<file path="src/sv/ahrd_pkg.sv">
// ahrd_pkg: shared types, codes and constants of the audio requantizer
// used by ahrd_front, ahrd_queue, ahrd_back and audio_halve_requantize_dither
// no dependencies
`default_nettype none

package ahrd_pkg;

	// configuration register indexes
	localparam logic [1:0] REG_MODE = 2'd0;
	localparam logic [1:0] REG_WIDE = 2'd1;

	// mode codes; the top code behaves as MODE_BOTH
	localparam logic [1:0] MODE_REDUCE = 2'd0;
	localparam logic [1:0] MODE_HALVE  = 2'd1;
	localparam logic [1:0] MODE_BOTH   = 2'd2;

	localparam int QUEUE_DEPTH = 2;
	localparam int QPTR_W      = $clog2(QUEUE_DEPTH);

	localparam logic signed [19:0] WIDE_OFFSET_HALVE = 20'sd131072;

	// what the back part does with one job
	typedef enum logic [2:0] {
		JOB_PASS,   // narrow input in reduce mode, value passes unchanged
		JOB_R8,     // wide to 8-bit, grid 256
		JOB_H2,     // narrow halve, grid 4
		JOB_H2W,    // wide halve, grid 4, back to signed
		JOB_H10,    // wide halve and reduce, grid 1024
		JOB_CLR     // no result, end of sound only
	} job_kind_t;

	typedef struct packed {
		job_kind_t         kind;
		logic signed [19:0] value;
		logic              last;
	} job_t;

	typedef struct packed {
		logic signed [15:0] sample_in;
		logic               end_of_sound;
	} in_item_t;

	typedef struct packed {
		logic signed [15:0] sample_out;
		logic               out_last;
	} out_item_t;

	// queue push from the front part
	typedef struct packed {
		logic push;
	} q_ctl_t;

endpackage

`default_nettype wire

</file>
<file path="src/sv/ahrd_front.sv">
// ahrd_front: accepts input items, holds configuration and pair state,
// forms the filtered value and the job kind; depends on ahrd_pkg
`default_nettype none

module ahrd_front (
	input  wire logic             clk,
	input  wire logic             arst_n,
	input  wire logic             cfg_we,
	input  wire logic [1:0]       cfg_index,
	input  wire logic [1:0]       cfg_data,
	input  wire logic             sample_valid,
	output logic                  sample_stall,
	input  wire ahrd_pkg::in_item_t sample_item,
	input  wire logic             q_full,
	output ahrd_pkg::q_ctl_t      q_ctl,
	output ahrd_pkg::job_t        job
);

	logic [1:0]         mode_q;
	logic               wide_q;
	logic signed [16:0] prev_q;
	logic signed [16:0] first_q;
	logic               phase_q;
	logic               start_q;

	logic               accept;
	logic               last;
	logic               reduce;
	logic signed [16:0] s;
	logic signed [19:0] filt;
	logic               push;

	assign sample_stall = q_full;
	assign accept       = sample_valid && !q_full;
	assign last         = sample_item.end_of_sound;
	assign reduce       = (mode_q == ahrd_pkg::MODE_REDUCE);

	always_comb begin
		if (wide_q) begin
			s = {sample_item.sample_in[15], sample_item.sample_in};
		end else begin
			s = {9'd0, sample_item.sample_in[7:0]};
		end
	end

	// p + 2a + b, offset for wide input
	always_comb begin
		filt = {{3{prev_q[16]}}, prev_q} + {{2{first_q[16]}}, first_q, 1'b0}
			+ {{3{s[16]}}, s};
		if (wide_q) begin
			filt = filt + ahrd_pkg::WIDE_OFFSET_HALVE;
		end
	end

	always_comb begin
		job.last  = last;
		job.kind  = ahrd_pkg::JOB_CLR;
		job.value = filt;
		push      = 1'b0;
		if (reduce) begin
			push = 1'b1;
			if (wide_q) begin
				job.kind  = ahrd_pkg::JOB_R8;
				job.value = {4'd0, ~s[15], s[14:0]};
			end else begin
				job.kind  = ahrd_pkg::JOB_PASS;
				job.value = {{3{s[16]}}, s};
			end
		end else if (phase_q) begin
			push = 1'b1;
			if (!wide_q) begin
				job.kind = ahrd_pkg::JOB_H2;
			end else if (mode_q == ahrd_pkg::MODE_HALVE) begin
				job.kind = ahrd_pkg::JOB_H2W;
			end else begin
				job.kind = ahrd_pkg::JOB_H10;
			end
		end else begin
			// unpaired sample: only an end of sound needs the back part
			push = last;
		end
	end

	assign q_ctl.push = accept && push;

	always_ff @(posedge clk or negedge arst_n) begin
		if (!arst_n) begin
			mode_q <= ahrd_pkg::MODE_REDUCE;
			wide_q <= 1'b1;
		end else if (cfg_we) begin
			if (cfg_index == ahrd_pkg::REG_MODE) begin
				mode_q <= cfg_data;
			end else if (cfg_index == ahrd_pkg::REG_WIDE) begin
				wide_q <= cfg_data[0];
			end
		end
	end

	always_ff @(posedge clk or negedge arst_n) begin
		if (!arst_n) begin
			prev_q  <= '0;
			first_q <= '0;
			phase_q <= 1'b0;
			start_q <= 1'b1;
		end else if (accept) begin
			if (last) begin
				prev_q  <= '0;
				first_q <= '0;
				phase_q <= 1'b0;
				start_q <= 1'b1;
			end else if (!reduce) begin
				if (!phase_q) begin
					if (start_q) begin
						prev_q <= s;
					end
					start_q <= 1'b0;
					first_q <= s;
					phase_q <= 1'b1;
				end else begin
					prev_q  <= s;
					phase_q <= 1'b0;
				end
			end
		end
	end

endmodule

`default_nettype wire

</file>
<file path="src/sv/ahrd_queue.sv">
// ahrd_queue: short job queue between the front and back parts
// depends on ahrd_pkg
`default_nettype none

module ahrd_queue (
	input  wire logic             clk,
	input  wire logic             arst_n,
	input  wire ahrd_pkg::q_ctl_t q_ctl,
	input  wire ahrd_pkg::job_t   push_job,
	output logic                  full,
	output logic                  nonempty,
	output ahrd_pkg::job_t        head,
	input  wire logic             pop
);

	ahrd_pkg::job_t                 entries_q [ahrd_pkg::QUEUE_DEPTH];
	logic [ahrd_pkg::QPTR_W-1:0]    wr_ptr_q;
	logic [ahrd_pkg::QPTR_W-1:0]    rd_ptr_q;
	logic [ahrd_pkg::QPTR_W:0]      count_q;

	assign full     = (count_q == (ahrd_pkg::QPTR_W+1)'(ahrd_pkg::QUEUE_DEPTH));
	assign nonempty = (count_q != '0);
	assign head     = entries_q[rd_ptr_q];

	always_ff @(posedge clk) begin
		if (q_ctl.push) begin
			entries_q[wr_ptr_q] <= push_job;
		end
	end

	always_ff @(posedge clk or negedge arst_n) begin
		if (!arst_n) begin
			wr_ptr_q <= '0;
			rd_ptr_q <= '0;
			count_q  <= '0;
		end else begin
			if (q_ctl.push) begin
				wr_ptr_q <= wr_ptr_q + 1'b1;
			end
			if (pop) begin
				rd_ptr_q <= rd_ptr_q + 1'b1;
			end
			if (q_ctl.push && !pop) begin
				count_q <= count_q + 1'b1;
			end else if (pop && !q_ctl.push) begin
				count_q <= count_q - 1'b1;
			end
		end
	end

endmodule

`default_nettype wire

</file>
<file path="src/sv/ahrd_back.sv">
// ahrd_back: error-diffusion quantizer with the running error and the
// output register; depends on ahrd_pkg
`default_nettype none

module ahrd_back (
	input  wire logic           clk,
	input  wire logic           arst_n,
	input  wire logic           q_nonempty,
	input  wire ahrd_pkg::job_t head,
	output logic                pop,
	output logic                result_valid,
	input  wire logic           result_stall,
	output ahrd_pkg::out_item_t result_item
);

	logic signed [31:0] err_q;
	logic               valid_q;
	ahrd_pkg::out_item_t result_q;

	logic [9:0]         half;
	logic [33:0]        grid_mask;
	logic [33:0]        top;
	logic               quantizes;
	logic signed [33:0] orig;
	logic signed [33:0] v;
	logic [33:0]        masked;
	logic [33:0]        q;
	logic signed [34:0] e;
	logic signed [31:0] e_sat;
	logic [15:0]        res;

	assign pop          = q_nonempty && (!valid_q || !result_stall);
	assign result_valid = valid_q;
	assign result_item  = result_q;

	always_comb begin
		quantizes = 1'b1;
		half      = 10'd2;
		grid_mask = 34'h3;
		top       = 34'h3fc;
		case (head.kind)
			ahrd_pkg::JOB_R8: begin
				half      = 10'd127;
				grid_mask = 34'hff;
				top       = 34'hff00;
			end
			ahrd_pkg::JOB_H2: begin
				top = 34'h3fc;
			end
			ahrd_pkg::JOB_H2W: begin
				top = 34'h3fffc;
			end
			ahrd_pkg::JOB_H10: begin
				half      = 10'd512;
				grid_mask = 34'h3ff;
				top       = 34'h3fc00;
			end
			default: begin
				quantizes = 1'b0;
			end
		endcase
	end

	always_comb begin
		orig   = {{2{err_q[31]}}, err_q} + {{14{head.value[19]}}, head.value};
		v      = orig + $signed({24'd0, half});
		masked = v & ~grid_mask;
		if (v[33]) begin
			q = '0;
		end else if (masked > top) begin
			q = top;
		end else begin
			q = masked;
		end
		e = {orig[33], orig} - $signed({1'b0, q});
		if (e > 35'sh0_7fff_ffff) begin
			e_sat = 32'sh7fff_ffff;
		end else if (e < -35'sh0_8000_0000) begin
			e_sat = -32'sh8000_0000;
		end else begin
			e_sat = e[31:0];
		end
	end

	always_comb begin
		case (head.kind)
			ahrd_pkg::JOB_R8:  res = {8'd0, q[15:8]};
			ahrd_pkg::JOB_H2:  res = {8'd0, q[9:2]};
			ahrd_pkg::JOB_H2W: res = q[17:2] ^ 16'h8000;
			ahrd_pkg::JOB_H10: res = {8'd0, q[17:10]};
			default:           res = head.value[15:0];
		endcase
	end

	always_ff @(posedge clk or negedge arst_n) begin
		if (!arst_n) begin
			err_q <= '0;
		end else if (pop) begin
			if (head.last) begin
				err_q <= '0;
			end else if (quantizes) begin
				err_q <= e_sat;
			end
		end
	end

	always_ff @(posedge clk or negedge arst_n) begin
		if (!arst_n) begin
			valid_q <= 1'b0;
		end else if (pop && head.kind != ahrd_pkg::JOB_CLR) begin
			valid_q <= 1'b1;
		end else if (!result_stall) begin
			valid_q <= 1'b0;
		end
	end

	always_ff @(posedge clk) begin
		if (pop && head.kind != ahrd_pkg::JOB_CLR) begin
			result_q.sample_out <= res;
			result_q.out_last   <= head.last;
		end
	end

endmodule

`default_nettype wire

</file>
<file path="src/sv/audio_halve_requantize_dither.sv">
// audio_halve_requantize_dither: top level of the audio requantizer
// instantiates ahrd_front, ahrd_queue and ahrd_back; depends on ahrd_pkg
//
// Samples enter on the sample channel (sample_valid, sample_stall, sample_item)
// and results leave on the result channel (result_valid, result_stall,
// result_item). An item moves at a clock edge with valid high and stall low.
// The front part keeps the pair state and forms a job for every sample that
// gives a result or ends a sound; a two-entry queue feeds the back part, which
// rounds with the running error and holds the result in an output register.
// One sample is taken every cycle while sample_stall is low; the result of a
// sample is written to the queue, then taken into the output register.
// In halve modes the first sample of a pair gives no result.
// When result_stall is high the output register holds, the queue fills and
// then sample_stall rises; no item is lost.
// Reset clears the pair state, the error, the queue and the output valid,
// and sets mode 0 with wide input. cfg_we writes register cfg_index
// (0 mode, 1 input_is_wide) from cfg_data; write only while idle.
`default_nettype none

module audio_halve_requantize_dither (
	input  wire logic                clk,
	input  wire logic                arst_n,
	input  wire logic                cfg_we,
	input  wire logic [1:0]          cfg_index,
	input  wire logic [1:0]          cfg_data,
	input  wire logic                sample_valid,
	output logic                     sample_stall,
	input  wire ahrd_pkg::in_item_t  sample_item,
	output logic                     result_valid,
	input  wire logic                result_stall,
	output ahrd_pkg::out_item_t      result_item
);

	ahrd_pkg::q_ctl_t q_ctl;
	ahrd_pkg::job_t   push_job;
	ahrd_pkg::job_t   head;
	logic             q_full;
	logic             q_nonempty;
	logic             pop;

	ahrd_front u_front (
		.clk          (clk),
		.arst_n       (arst_n),
		.cfg_we       (cfg_we),
		.cfg_index    (cfg_index),
		.cfg_data     (cfg_data),
		.sample_valid (sample_valid),
		.sample_stall (sample_stall),
		.sample_item  (sample_item),
		.q_full       (q_full),
		.q_ctl        (q_ctl),
		.job          (push_job)
	);

	ahrd_queue u_queue (
		.clk      (clk),
		.arst_n   (arst_n),
		.q_ctl    (q_ctl),
		.push_job (push_job),
		.full     (q_full),
		.nonempty (q_nonempty),
		.head     (head),
		.pop      (pop)
	);

	ahrd_back u_back (
		.clk          (clk),
		.arst_n       (arst_n),
		.q_nonempty   (q_nonempty),
		.head         (head),
		.pop          (pop),
		.result_valid (result_valid),
		.result_stall (result_stall),
		.result_item  (result_item)
	);

endmodule

`default_nettype wire
</file>
<file path="config.mk">
export PLATFORM = sky130hd
export DESIGN_NAME = audio_halve_requantize_dither
export DESIGN_NICKNAME = d
export VERILOG_FILES = /design/src/sv/ahrd_pkg.sv /design/src/sv/ahrd_front.sv /design/src/sv/ahrd_queue.sv /design/src/sv/ahrd_back.sv /design/src/sv/audio_halve_requantize_dither.sv
export SDC_FILE = /design/constraint.sdc
export NUM_CORES = 1
export LEC_CHECK = 0
export ABC_AREA = 1
export BUFFER_PORTS_ARGS = -buffer_cell sky130_fd_sc_hd__buf_2
export CAP_MARGIN = 20
export CORE_ASPECT_RATIO = 1.4
export CORE_UTILIZATION = 40
export CTS_CLUSTER_SIZE = 10
export DETAILED_ROUTE_END_ITERATION = 12
export SKIP_LAST_GASP = 1
export SYNTH_ARGS = -nofsm -noshare
export SYNTH_HDL_FRONTEND = slang
export SYNTH_SLANG_ARGS = --single-unit
export TNS_END_PERCENT = 20
</file>
<file path="constraint.sdc">
create_clock -name clk -period 8.9 [get_ports clk]
set_input_delay 0.445 -clock clk [delete_from_list [all_inputs] [get_ports clk]]
set_output_delay 0.445 -clock clk [all_outputs]
set_load 0.01 [all_outputs]
</file>
==> results of run 1 <==
## flip-flops by register name, indices dropped and copies added (netlist names)
| name | cells |
|---|---|
| u_queue.wr_ptr_q | 1 |
| u_back.result_valid | 1 |
| u_queue.count_q | 2 |
| u_front.mode_q | 2 |
| u_back.result_item | 17 |
| u_front.start_q | 1 |
| u_front.wide_q | 1 |
| u_front.prev_q | 16 |
| u_queue.rd_ptr_q | 1 |
| u_front.phase_q | 1 |
| u_front.first_q | 16 |
| u_back.err_q | 32 |
| u_queue.entries_q | 48 |
## cell usage after synthesis (7+ instances only)
cell type and n:
nand4_1 21, o21ai_0 67, nand2_2 45, a31oi_1 7
mux2_2 34, nand3_4 9, nand3_2 9, nand3_1 166
nor2_2 17, ha_1 124, edfxtp_1 65, or2_2 9
inv_2 13, dfrtp_1 72, xnor2_1 21, a21oi_1 111
o21a_1 7, nor2_4 9, o21ai_1 8, o21bai_1 9
clkbuf_1 20, nand2_1 591, nand2_4 8, inv_1 297
xor2_1 43, nor2_1 156, nor3_1 13
## worst max-delay path by stage
stage                          start          endpoint  slack, ns  cells after the start
floorplan           u_queue.rd_ptr_q  u_back.err_q[10]       0.99                     54
global placement    u_queue.rd_ptr_q  u_back.err_q[22]       0.15                     51
detailed placement  u_queue.rd_ptr_q  u_back.err_q[22]      -0.06                     51
CTS                 u_queue.rd_ptr_q   u_back.err_q[9]       0.03                     51
global route        u_queue.rd_ptr_q   u_back.err_q[7]      -0.02                     54
finish              u_queue.rd_ptr_q  u_back.err_q[11]       0.60                     48
## routing by layer
layer	up-vias	global-route usage, %	wire length [um]
met5	-	0	0
met4	0	19.2	3450
met3	124	2.33	1420
met2	353	47.7	23200
met1	5994	26.0	16500
li1	6733	-	-
## cell type report
| type | count | area (um2) | share of cell area, % |
|---|---|---|---|
| tap | 451 | 564 | 3.59 |
| timing repair buffer | 77 | 517 | 3.28 |
| sequential | 139 | 3810 | 24.2 |
| multi-input combinational | 1563 | 9110 | 57.9 |
| clock inverter | 13 | 119 | 0.756 |
| clock buffer | 19 | 433 | 2.75 |
| inverter | 314 | 1180 | 7.51 |
## per-stage QoR
step | util [%] | instance area [um2] | hold WS, ns
final | 45.8 | 15700 | 0.220
after detailed placement | 43.5 | 14900 | 0.494
after CTS | 45.1 | 15500 | 0.206
after global placement | 43.5 | 14900 | 0.494
after global routing | 45.8 | 15700 | 0.222
after floorplan | - | 14100 | 0.149
## critical path: cells and delay by family (launching register included)
family | cells | cell delay (ns)
simple gates | 28 | 3.42
flops | 1 | 0.48
xor+xnor | 3 | 0.89
compound gates | 6 | 0.92
fa+ha+maj | 5 | 1.70
buf+inv | 6 | 0.74
## what timing repair did
item                                    4_1_cts  5_1_grt
resized for setup                             2       20
endpoints found under the setup margin       10       32
setup buffers                                 0        8
hold buffers                                  0        1
endpoints found under the hold margin         0       12
cloned                                        1        0
pin swaps                                     0        2
## kinds of logic after synthesis
| logic type | Yosys count |
|---|---|
| compound gates | 241 |
| xor+xnor | 64 |
| fa+ha+maj | 128 |
| buf+inv | 344 |
| flops | 139 |
| mux | 34 |
| other cells | 1 |
| simple gates | 1079 |
==> impl_metrics.toml, run 1 <==
[setup_path]
crit_fanout = 17
regToRegSetupSlack_ns = 0.60
slowest_stage = "dfrtp_2"
worst_ep_required_time_ns = 9.22
critical-path-max-stage-delay_ns = 0.48
cp_common_cell = "nand2_1"
cp-end-kind = "flop"
r2r-start = "u_queue.rd_ptr_q"
r2r_cells = 48
r2r-end = "u_back.err_q[11]"
path_class = "reg -> reg"
start_kind = "flop"
worstPathArrival_ns = 8.62

[floorplanning]
start_util_pct = 41.0
core_area_mm2 = 0.0343
fp.dieW_um = 161
num_rows = 80
io_pins = 45
dieArea_mm2 = 0.0359
die_h_um = 224

[sta]
drv_slew = 0
fin_ws_ns = 0.602
setup-violations-final = 0
setup_tns_ns = 0
period_minus_slack_ns = 8.30
hold_viol = 0
slew-limit-headroom_pct = 43.0
skew_ns = 0.0175
tightest_slew_ns = 0.854
max_freq_mhz = 121
min_period_over_period_pct = 93.2

[final_layout]
layout_commonest_cell = "nand2_1"
fin_nets = 2266
fillCellCount = 3536
drive_gt1_share_pct = 13.6
fin_cells = 2576
final_cell_mix = "590 x nand2_1, 296 x inv_1, 164 x nand3_1, 154 x nor2_1, 122 x ha_1"
synthToLayoutAreaGrowth_pct = 11.8
antenna_cells = 0

[yosys]
synthSimpleGateAreaFrac_pct = 35.5
synth-edff-count = 65
synth.cell_area_mm2 = 0.0141
synthFlopType = "dfrtp_1"
muxShareOfSynthArea_pct = 2.72
yosys_warnings = 0
synthAdderAreaFrac_pct = 11.6
synth_top_area_share_pct = 15.8
ys_seq_area_share_pct = 27.0
synth_compound_area_share_pct = 9.53
async_flop_share_pct = 53.2
synth.avg_cell_area_um2 = 6.93
synth-xor-area-share_pct = 3.98
synthCells = 2030
synthTopCellsByArea = "nand2_1 16%, edfxtp_1 14%, dfrtp_1 13%, ha_1 11%, inv_1 7.9%"
synth_top_family_by_area = "simple AND/OR/NAND/NOR gates"
synth.largest_area_cell = "nand2_1"
ys_types = 59
synth_seq_cells = 139

[global_routing]
grt_pass1_wl_um = 69500
grt_overflow_total = 0
grt_usage_pct = 25.5
grt_antenna_before_repair = 0
grt_max_degree = 75
first_global_vias = 13000

[route]
first_pass_iters = 5
ant_nets = 0
drc = 0
vias = 13200
wl_um = 44700
drt_iter0_drc = 671
wl_per_cell_um = 17.3
viasPerCell = 5.13

[clock_tree]
clkTransAtPathRegs_ns = 0.06
h-tree-depth = 4
clock-sinks = 139
cts_tree = "built"
cts_inserted_buffers = 17
cts_buffer_depth = 2
worstSkewPairLatency_ns = 0.45
cts-root-buf = "clkbuf_16"

[place]
post-place-ws_ns = -0.0638
dp.cells = 2531
port_buffers = 44
hpwl_um = 37200
globalplace.congestion = 0.964

[outcome]
outcome = "complete, no violations"

[hold_path]
holdPathEnd = "u_front.wide_q"
hold_class = "in -> reg"
hp-start = "cfg_data[0]"
min_delay_path_depth = 3

[run]
cap_violations = 0
Power of run 1 is not shown: default switching activity piles up to over one toggle a cycle in this logic, so the estimate is an artifact.
==> run 2, diff against run 1 <==
Settings changed: GPL_TIMING_DRIVEN set to 0, SYNTH_HIERARCHICAL set to 1.
==> run 2 against run 1 <==
Against the previous run:
- non-clock buffer count increased by 23
- final area increased by 4.2%
- via count increased by 2.7%
- worst setup slack got worse by 0.31 ns
- utilization increased by 0.94 points
- clock skew decreased by 0.0019 ns
- hold slack got worse by 0.026 ns
- largest cell class unchanged
==> impl_metrics.toml, run 2 <==
[yosys]
synth_seq_cells = 139
synthFlopType = "dfrtp_1"
synth_top_area_share_pct = 19.9
yosys_warnings = 6
synth.avg_cell_area_um2 = 6.74
ys_types = 63
async_flop_share_pct = 53.2
synth.most_common_cell = "nand2_1"
ys_seq_area_share_pct = 26.6
synthTopCellsByArea = "nand2_1 20%, edfxtp_1 14%, dfrtp_1 13%, ha_1 9.3%, inv_1 8.1%"
synth-edff-count = 65
synth.largest_area_cell = "nand2_1"
yosys-top-cells-count = "759 x nand2_1, 308 x inv_1, 156 x nor2_1"
synthCells = 2126
synth.cell_area_mm2 = 0.0143

[clock_tree]
h-tree-depth = 4
cts-root-buf = "clkbuf_16"
worstSkewPairLatency_ns = 0.44
cts_tree = "built"
cts_buffer_depth = 2
clkTransAtPathRegs_ns = 0.07
cts_inserted_buffers = 17
clock-sinks = 139

[setup_path]
start_kind = "flop"
path_class = "reg -> reg"
worstPathArrival_ns = 8.93
critical-path-max-stage-delay_ns = 0.37
r2r-end = "u_back/err_q[19]"
cp-end-kind = "flop"
r2r_cells = 57
crit_fanout = 10
worst_ep_required_time_ns = 9.23
slowest_stage = "dfrtp_1"
cp_common_cell = "nand2_1"
r2r-start = "u_queue/rd_ptr_q"
regToRegSetupSlack_ns = 0.30

[floorplanning]
num_rows = 81
die_h_um = 226
io_pins = 45
start_util_pct = 40.8
fp.dieW_um = 162
core_area_mm2 = 0.0351
dieArea_mm2 = 0.0366

[global_routing]
grt_overflow_total = 0
first_global_vias = 13300
grt_pass1_wl_um = 68600
grt_util_met3_pct = 3.25
grt_usage_pct = 24.9
grt_max_degree = 60
use_met1_pct = 24.8
busiest_layer = "met2"
grt_antenna_before_repair = 0
gr-usage-met2_pct = 46.3

[route]
vias = 13600
ant_nets = 0
drt_iter0_drc = 688
first_pass_iters = 5
wl_um = 44900
viasPerCell = 5.03
drc = 0
wl_per_cell_um = 16.7

[hold_path]
holdPathEnd = "u_queue/entries_q[1][0]"
hp-start = "sample_item[0]"
min_delay_path_depth = 1
hold_class = "in -> reg"

[sta]
period_minus_slack_ns = 8.60
fin_hold_ws_ns = 0.195
slew-limit-headroom_pct = 33.5
setup-violations-final = 0
max_freq_mhz = 116
hold_viol = 0
drv_slew = 0
tightest_slew_ns = 0.996
skew_ns = 0.0156
min_period_over_period_pct = 96.7

[final_layout]
antenna_cells = 0
drive_gt1_share_pct = 15.2
top_register = "u_queue/entries_q"
fin_nets = 2377
final_cell_mix = "736 x nand2_1, 306 x inv_1, 153 x nor2_1, 128 x nand3_1, 98 x ha_1"
largest_register_ffs = 48
fin_cells = 2694
layout_commonest_cell = "nand2_1"
synthToLayoutAreaGrowth_pct = 14.5

[outcome]
outcome = "complete, no violations"

[place]
dp.cells = 2643
globalplace.congestion = 0.962
port_buffers = 43
hpwl_um = 37800

[run]
cap_violations = 0
[run 2: cell type report]
cell class / instances / area (um2)
Fill cell: 3682 / 18700
Inverter: 338 / 1270
Multi-Input combinational cell: 1629 / 9470
Timing Repair Buffer: 66 / 424
Clock buffer: 22 / 454
Clock inverter: 10 / 115
Sequential cell: 139 / 3810
Tap cell: 456 / 571
Buffer: 34 / 284
[run 2: timing repair]
item	in CTS	in global routing
hold buffers	1	0
setup endpoints to repair	32	32
setup buffers	7	12
pin swaps	8	27
hold endpoints to repair	15	0
resized for setup	47	65
[run 2: worst max-delay path by stage]
stage | startpoint | cells past startpoint | endpoint
floorplan | u_queue/rd_ptr_q | 59 | u_back/err_q[6]
global placement | u_queue/rd_ptr_q | 59 | u_back/err_q[26]
detailed placement | u_queue/rd_ptr_q | 59 | u_back/err_q[25]
CTS | u_queue/rd_ptr_q | 57 | u_back/err_q[18]
global route | u_queue/rd_ptr_q | 59 | u_back/err_q[15]
finish | u_queue/rd_ptr_q | 57 | u_back/err_q[19]
[run 2: metal layers]
metal  vias to the layer above  routed length [um]
li1                       6935                   -
met4                         0                3790
met5                         -                   0
met2                       316               22800
met3                       142                1410
met1                      6167               16900
[run 2: cells by family after synthesis]
logic type | after synthesis | share of synthesized area, %
flip-flops | 139 | 26.6
multiplexers | 41 | 3.96
AND/OR/NAND/NOR | 1206 | 36.4
XOR/XNOR | 45 | 2.80
buffers and inverters | 373 | 10.6
adder cells (fa/ha/maj) | 126 | 12.0
AO/OA/AOI/OAI | 195 | 7.70
other | 1 | 0.0262
[run 2: critical path: cells and delay by family (launching register included)]
family	cells	cell delay [ns]
AOI/OAI and AO/OA	12	1.91
buffers and inverters	11	1.13
and+or+nand+nor	27	3.21
xor gates and xnor gates	1	0.21
muxes	1	0.32
adders and majority gates	5	1.28
DFF	1	0.37
[run 2: through the flow]
step	area [um2]	setup slack [ns]	setup TNS, ns	utilization, %
after floorplan	14400	0.963	0	-
after global placement	15200	-1.49	-44.97	43.2
after detailed placement	15200	-1.53	-46.10	43.4
after CTS	16000	-0.00567	-0.00942	45.7
after global routing	16400	-0.0710	-1.31	46.8
final	16400	0.295	0	46.8
Power of run 2 is left out for the same reason.
==> run 3, diff against run 2 <==
Settings changed: SYNTH_HIERARCHICAL 1 to not set.
==> run 3 against run 2 <==
Against the previous run:
- critical path depth unchanged
- flip-flop and latch count unchanged
- first-iteration DRC count down 8.7%
- routed wire length shrank 5.5%
- final area decreased by 2.4%
- via count fell by 3.4%
- largest cell class unchanged
- hold slack better by 0.019 ns
- clock-buffer cell count is 5 lower
- global-route usage decreased by 0.73 points
- sequential share of layout area grew 0.58 points
==> impl_metrics.toml, run 3 (synthesized netlist as in run 1, its figures left out) <==
[final_layout]
top_register = "u_queue.entries_q"
fin_nets = 2279
drive_gt1_share_pct = 14.8
layout_commonest_cell = "nand2_1"
final-seq-area_mm2 = 0.00381
synthToLayoutAreaGrowth_pct = 13.7
fillCellCount = 3538
final_cell_mix = "583 x nand2_1, 295 x inv_1, 162 x nand3_1, 152 x nor2_1, 121 x ha_1"
antenna_cells = 0
largest_register_ffs = 48
fin_cells = 2589
multi_input_area_mm2 = 0.00925

[setup_path]
worst_ep_required_time_ns = 9.27
cp_common_cell = "nand2_1"
worstPathArrival_ns = 8.74
critical-path-max-stage-delay_ns = 0.36
r2r_cells = 57
cp-end-kind = "flop"
start_kind = "flop"
path_class = "reg -> reg"
crit_fanout = 10
slowest_stage = "dfrtp_1"

[hold_path]
min_delay_path_depth = 3
hold_class = "in -> reg"

[route]
wl_um = 42500
first_pass_iters = 5
vias = 13100
ant_nets = 0
drc = 0
drt_iter0_drc = 628
viasPerCell = 5.06
wl_per_cell_um = 16.4

[floorplanning]
fp.dieW_um = 161
io_pins = 45
dieArea_mm2 = 0.0359
start_util_pct = 41.0
die_h_um = 224
core_area_mm2 = 0.0343
num_rows = 80

[sta]
max_freq_mhz = 119
period_minus_slack_ns = 8.37
drv_slew = 0
tightest_slew_ns = 0.821
skew_ns = 0.0180
hold_viol = 0
setup-violations-final = 0
fin_ws_ns = 0.531
slew-limit-headroom_pct = 45.0
min_period_over_period_pct = 94.0
setup_tns_ns = 0

[global_routing]
first_global_vias = 13000
grt_antenna_before_repair = 0
grt_usage_pct = 24.1
grt_pass1_wl_um = 66800
grt_overflow_total = 0
grt_max_degree = 61

[place]
post-place-ws_ns = -2.00
globalplace.congestion = 0.945
hpwl_um = 36000
port_buffers = 44
dp.cells = 2543

[run]
cap_violations = 0

[clock_tree]
cts_buffer_depth = 2
cts_inserted_buffers = 17
cts_tree = "built"
clkTransAtPathRegs_ns = 0.07
worstSkewPairLatency_ns = 0.45
h-tree-depth = 4
clock-sinks = 139
cts-root-buf = "clkbuf_16"

[outcome]
outcome = "complete, no violations"
[run 3: worst paths after layout]
check / end / slack (ns) / start
worst min-delay path: u_back.result_valid / 0.21 / result_stall
worst min register to register: u_back.result_valid / 0.49 / u_back.result_valid
min in group asynchronous: u_back.err_q[31] / 0.48 / arst_n
worst max-delay path: u_back.err_q[23] / 0.53 / u_queue.rd_ptr_q
max in group asynchronous: u_front.wide_q / 7.78 / arst_n
worst max register to register: u_back.err_q[23] / 0.53 / u_queue.rd_ptr_q
[run 3: final cells by class]
cell class,instances,area share (%)
repair buffers,61,2.42
multi-input cells,1562,57.8
well taps,451,3.53
clock inverters,15,1.20
plain buffers,30,1.22
inverters,314,7.37
flip-flops and latches,139,23.8
clock buffers,17,2.66
[run 3: critical path: cells and delay by family, from the launching register on]
kind / cells / cell delay (ns)
and+or+nand+nor: 34 / 4.09
adders and majority gates: 6 / 1.67
buffers and inverters: 10 / 1.31
AOI/OAI and AO/OA: 5 / 0.63
DFF: 1 / 0.36
xor gates and xnor gates: 2 / 0.22
[run 3: metrics by stage]
step	util, %	area (um2)	hold slack, ns
4_1_cts	46.1	15800	0.200
3_3_place_gp	43.4	14900	0.476
3_5_place_dp	43.6	15000	0.344
2_1_floorplan	-	14100	0.149
6_report	46.6	16000	0.213
5_1_grt	46.6	16000	0.213
[run 3: timing repair]
| action | CTS | global route |
|---|---|---|
| gates cloned | 0 | 0 |
| setup buffers | 9 | 4 |
| hold buffers | 1 | 0 |
| setup endpoints to repair | 32 | 32 |
| hold endpoints to repair | 14 | 0 |
| pin swaps | 4 | 13 |
| gates resized for setup | 40 | 35 |
[run 3: routing by layer]
| layer | share of wire [%] | vias up | wire length, um | GRT usage (%) |
|---|---|---|---|---|
| met5 | 0 | - | 0 | 0 |
| met4 | 4.7 | 0 | 1980 | 11.8 |
| met3 | 2.7 | 87 | 1140 | 2.54 |
| met2 | 54 | 253 | 22800 | 46.9 |
| met1 | 39 | 6010 | 16600 | 25.5 |
| li1 | - | 6753 | - | - |
Power of run 3 is left out for the same reason.
